<file path="config.mk">
export PLATFORM = sky130hd
export DESIGN_NAME = ihm_mac
export DESIGN_NICKNAME = d
export VERILOG_FILES = /design/src/rtl/ihm_pkg.sv /design/src/rtl/ihm_mac.sv
export SDC_FILE = /design/constraint.sdc
export NUM_CORES = 2
export LEC_CHECK = 0
export BUFFER_PORTS_ARGS = -buffer_cell sky130_fd_sc_hd__buf_2
export CORE_AREA = 4 4 319 321
export DETAILED_ROUTE_END_ITERATION = 10
export DIE_AREA = 0 0 323 325
export HOLD_SLACK_MARGIN = 0.12
export PLACE_DENSITY = 0.42
export SYNTH_ARGS = -nofsm -noshare
export SYNTH_HDL_FRONTEND = slang
export SYNTH_SLANG_ARGS = --single-unit
</file>
<file path="constraint.sdc">
create_clock -name clk -period 12.95 [get_ports clk]
set_input_delay 3.2375 -clock clk [delete_from_list [all_inputs] [get_ports clk]]
set_output_delay 3.2375 -clock clk [all_outputs]
set_load 0.02 [all_outputs]
</file>
<file path="src/rtl/ihm_pkg.sv">
// ihm_pkg: widths, register codes, reset values and control types shared
// by the Ising Hamiltonian product block. No dependencies.
`timescale 1ns / 1ps
`default_nettype none

package ihm_pkg;

  localparam int MAX_SITES_DEF = 10;

  localparam int IDX_W      = 10;
  localparam int VAL_W      = 24;
  localparam int COEF_W     = 16;
  localparam int NSITES_W   = 4;
  localparam int CFG_IDX_W  = 2;
  localparam int CFG_DATA_W = 16;
  localparam int RES_W      = 48;

  // sized for up to sixteen sites
  localparam int DIAG_W  = 22;
  localparam int FLIP_W  = 29;
  localparam int MUL_A_W = 29;
  localparam int MUL_B_W = 24;
  localparam int PROD_W  = MUL_A_W + MUL_B_W;

  localparam logic [NSITES_W-1:0]      NSITES_RST = 4'd2;
  localparam logic signed [COEF_W-1:0] COUP_J_RST = 16'sd4096;
  localparam logic signed [COEF_W-1:0] FIELD_RST  = 16'sd0;

  typedef enum logic [CFG_IDX_W-1:0] {
    REG_NUM_SITES  = 2'd0,
    REG_COUPLING_J = 2'd1,
    REG_FIELD_H    = 2'd2,
    REG_FIELD_G    = 2'd3
  } cfg_reg_t;

  typedef enum logic {
    REQ_LOAD  = 1'b0,
    REQ_QUERY = 1'b1
  } req_t;

  typedef struct packed {
    logic mul_en;
    logic acc_load;
    logic acc_sub;
  } mac_ctrl_t;

endpackage

`default_nettype wire

</file>
<file path="src/rtl/ihm_mac.sv">
// ihm_mac: shared signed multiplier with a registered product and a 48-bit
// accumulator that loads or subtracts the product. Depends on ihm_pkg.
`timescale 1ns / 1ps
`default_nettype none

module ihm_mac
  import ihm_pkg::*;
(
  input  wire                       clk,
  input  wire mac_ctrl_t            ctrl,
  input  wire signed [MUL_A_W-1:0]  op_a,
  input  wire signed [MUL_B_W-1:0]  op_b,
  output logic signed [RES_W-1:0]   acc
);

  logic signed [PROD_W-1:0] prod_r;
  logic signed [RES_W-1:0]  acc_r;
  logic signed [RES_W-1:0]  prod_lo;

  assign prod_lo = $signed(prod_r[RES_W-1:0]);

  always_ff @(posedge clk) begin
    if (ctrl.mul_en) begin
      prod_r <= op_a * op_b;
    end
    if (ctrl.acc_load) begin
      acc_r <= prod_lo;
    end else if (ctrl.acc_sub) begin
      acc_r <= acc_r - prod_lo;
    end
  end

  assign acc = acc_r;

endmodule

`default_nettype wire

</file>
== After elaboration in Yosys (flattened, before gate mapping) ==
Cells that the tools add are included.

* Add/sub/neg operators: 1
* Multipliers: 1
* Div/mod/pow operators: 0
* Magnitude comparators: 0
* Equality and inequality tests: 0
* Shift-type cells: 0
* Muxes and demuxes: 2
* Bitwise gates (word level): 0
* Reductions and logical operators: 1

{| class="wikitable"
|+ Operators with widths
! kind !! count
|-
| $mux 48 || 2
|-
| $mul 29x24->48 || 1
|-
| $sub 48x48->48 || 1
|-
| $reduce_bool 2->1 || 1
|}

* Flip-flop bits (word level): 96
* Latch bits: 0
* RAM bits: 0
* Memory bits (read-only): 0
* Input port bits: 57
* Output and inout bits: 48
* Word-level logic and storage cells: 7
* Memories: 0

== Longest topological paths before layout ==
* Depth in word-level cells: 3
* Gate-level depth with buffers: 27

== Worst setup path after synthesis ==
OpenSTA, ideal clock, no wires.

* Path kind: input-to-reg
* Start point: in op_a[28]
* End point: reg prod_r[45], data pin
* Setup time: 0.176 ns
* Arrival time: 9.634 ns
* Data required time: 12.774 ns
* Path slack: 3.140 ns
* Stages: 25
* Path buffers: 2
* Path through: clkbuf_1 -> clkbuf_1 -> nand2_1 -> inv_1 -> fa_1 -> fa_1 -> fa_1 -> inv_1 -> fa_1 -> inv_1 -> fa_1 -> fa_1 -> inv_1 -> fa_1 -> inv_1 -> ha_1 -> a21oi_1 -> o21ai_0 -> o311ai_0 -> nor2_1 -> o21ai_2 -> a21oi_1 -> o41ai_4 -> nand2_1 -> o311ai_2

* Cells in the longest elaborated chain, start to end: 1

{| class="wikitable"
|+ RTL lines
! item !! RTL line !! source
|-
| from (decl) || ihm_mac.sv:11 || <nowiki>input wire signed [MUL_A_W-1:0] op_a,</nowiki>
|-
| $mul 29x24->48 || ihm_mac.sv:24 || <nowiki>prod_r <= op_a * op_b;</nowiki>
|-
| to (signal assigned) || ihm_mac.sv:24 ||
|-
| to (decl) || ihm_mac.sv:16 || <nowiki>logic signed [PROD_W-1:0] prod_r;</nowiki>
|}

Every way passes these cells.
A chain may end at the register's enable or synchronous reset.

== Worst setup path after layout ==
* Start point: in op_b[9]
* End point: reg prod_r[45], data pin

* Cells in the longest elaborated chain, start to end: 1

{| class="wikitable"
|+ RTL lines
! item !! RTL line !! source
|-
| from (decl) || ihm_mac.sv:12 || <nowiki>input wire signed [MUL_B_W-1:0] op_b,</nowiki>
|-
| $mul 29x24->48 || ihm_mac.sv:24 ||
|}

Every way passes these cells.

==> results_dict.tcl <==
set metrics [dict create \
    status "complete, no violations" \
    worstSkewPairLatency_ps 370 \
    path_class "input pin to flop" \
    finalSetupViolations 0 \
    fp.coreArea_mm2 0.0993 \
    hold_viol_final 0 \
    cts_resized 0 \
    end_kind "flop" \
    drc_errors 0 \
    maxCapViolCount 0 \
    worstMarginPinSlew_ps 1090 \
    die_height_um 325 \
    yosysTopAreaCell "fa_1" \
    worstPathArrival_ps 10340 \
    io_buffers 104 \
    rsz0062_at_grt "no" \
    dieArea_mm2 0.105 \
    first_global_vias 21900 \
    synth_nets 4089 \
    synth_common_cells "inv_1, fa_1, nand2_1" \
    synth-edff-count 96 \
    multiInputGateArea_mm2 0.0232 \
    fin_setup_tns_ps 0 \
    dpl_cell_area_mm2 0.0310 \
    slew_viol_final 0 \
    antenna_found_initial 6 \
    relSlewSlack_pct 27.5 \
    cp.required_ps 13140 \
    drtAntennaViolNets 0 \
    seqCellArea_mm2 0.00288 \
    cts_hold_buf 0 \
    grt_max_degree 57 \
    worstHoldPathType "flop to flop" \
    wire_per_inst_um 19.0 \
    ys_types 69 \
    cts_root_buffer "clkbuf_16" \
    hpwl_um 68600 \
    synth-seq-cells 96 \
    cts_buffers 9 \
    synth_top_area_share_pct 45.2 \
    rows 116 \
    syn_area_per_cell_um2 9.25 \
    drt_iter0_markers 1153 \
    ys_top_cells_by_area "fa_1, edfxtp_1, inv_1" \
    die_x_um 323 \
    fmax_mhz 98.6 \
    dr.pass1.iters 5 \
    yosysWarnings 0 \
    cts_tree "yes" \
    fin_crit_ps 10150 \
    clock-skew-final_ps 7.89 \
    nets 4055 \
    cts.reportedPaths.clkPinSlew_ps 70 \
    cts_max_level 3 \
    yosysMostFrequentCell "inv_1" \
    synthArstFlopShare_pct 0 \
    synth.cell_area_mm2 0.0294 \
    routabilityCongestion 0.783 \
    final_area_mm2 0.0313 \
    cp_max_fo 29 \
    drive_above_1_share_pct 4.63 \
    grt_first_pass_wirelength_um 134000 \
    area_delta_synth_final_pct 6.51 \
    post-route-util_pct 31.6 \
    via_per_inst 4.57 \
    cts_setup_buffers 0 \
    io_pins 105 \
    wirelength_um 84500 \
    cts.sinks 96 \
    synth_cells 3182 \
    via_count 20300 \
    finalCritPeriodShare_pct 78.3 \
    clockBufferDepth 2 \
    grt_use_total_pct 16.5 \
    yosys_most_used_dff "edfxtp_1" \
    initial_utilization_pct 29.6 \
    synth-seq-area-share_pct 9.80 \
    overflow 0 \
    worstSetupStartpointType "input pin" \
    fillerInstances 10600 \
]
## layout make-up
type | instances | area share, %
diodes | 1 | 0.00798
clock inverters | 7 | 0.311
repair buffers | 108 | 1.76
clock buffers | 9 | 0.719
well taps | 1298 | 5.18
inverters | 723 | 8.66
multi-input cells | 2210 | 74.2
flip-flops and latches | 96 | 9.20
## final timing paths
| path | startpoint | end | slack, ps | depth (start not counted) |
|---|---|---|---|---|
| worst max-delay path | op_b[9] | prod_r[45] | 2800 | 24 |
| worst min-delay path | prod_r[36] | acc[36] | 550 | 2 |
| worst max register to register | acc[1] | acc[44] | 9310 | 11 |
| worst min register to register | prod_r[36] | acc[36] | 550 | 2 |
## logic make-up (layout without fill, tap and decap cells)
| family | count (synthesis) | in the layout | synth area share (%) |
|---|---|---|---|
| other | 0 | 1 | 0 |
| multiplexers | 2 | 2 | 0.0680 |
| AO/OA/AOI/OAI | 327 | 327 | 7.23 |
| buffers and inverters | 876 | 847 | 11.2 |
| flip-flops | 96 | 96 | 9.80 |
| AND/OR/NAND/NOR | 931 | 931 | 15.6 |
| adder cells (fa/ha/maj) | 850 | 850 | 53.1 |
| XOR/XNOR | 100 | 100 | 2.98 |
## registers in the layout, summed over array words and instances (netlist names)
signal	flops
prod_r	48
acc	48
## per-stage QoR
| stage | setup slack (ps) | cells | hold WS, ps |
|---|---|---|---|
| floorplan | 3140 | 3182 | 521 |
| global placement | 2430 | 4435 | 529 |
| detailed placement | 2370 | 4435 | 538 |
| CTS | 2760 | 4451 | 557 |
| global route | 2350 | 4451 | 582 |
| finish | 2800 | 4452 | 555 |
## layout by cell type, fill, tap and decap left out, types with 13 or more instances in the layout
cell and instances:
xnor2_1 68, xor2_1 32, fa_1 665, and2_1 312, o21bai_1 14, a31oi_1 13
nand3_1 18, a21o_1 33, nor2b_1 25, ha_1 185, nand2b_1 20, a21oi_1 92
inv_1 722, nand2_1 449, edfxtp_1 96, nor2_1 43, nand4_1 15, o21ai_0 83
buf_2 104
## worst max-delay path: stages
cell and delay [ps]:
buf_2 570, nand2_1 170, fa_1 540, fa_1 550, inv_1 50, fa_1 500
inv_1 50, fa_1 570, inv_1 60, fa_1 450, fa_1 490, inv_1 50
fa_1 470, inv_1 40, ha_1 350, o21ai_0 190, a21oi_1 90, a221oi_1 250
o21ai_1 240, o21ai_2 310, a21oi_1 190, o41ai_4 420, nand2_1 160, o311ai_2 270
## metal layers
metal / vias up / global-route usage, % / part of all wire [%] / wire length, µm
met2: 346 / 24.3 / 42 / 35400
met1: 10500 / 26.7 / 53 / 45000
li1: 9467 / - / - / -
met3: 29 / 1.94 / 4.2 / 3520
met5: - / 0 / 0.025 / 21
met4: 4 / 1.66 / 0.59 / 495
Power is not shown: default switching activity piles up to over one toggle a cycle in this logic, so the estimate is an artifact.
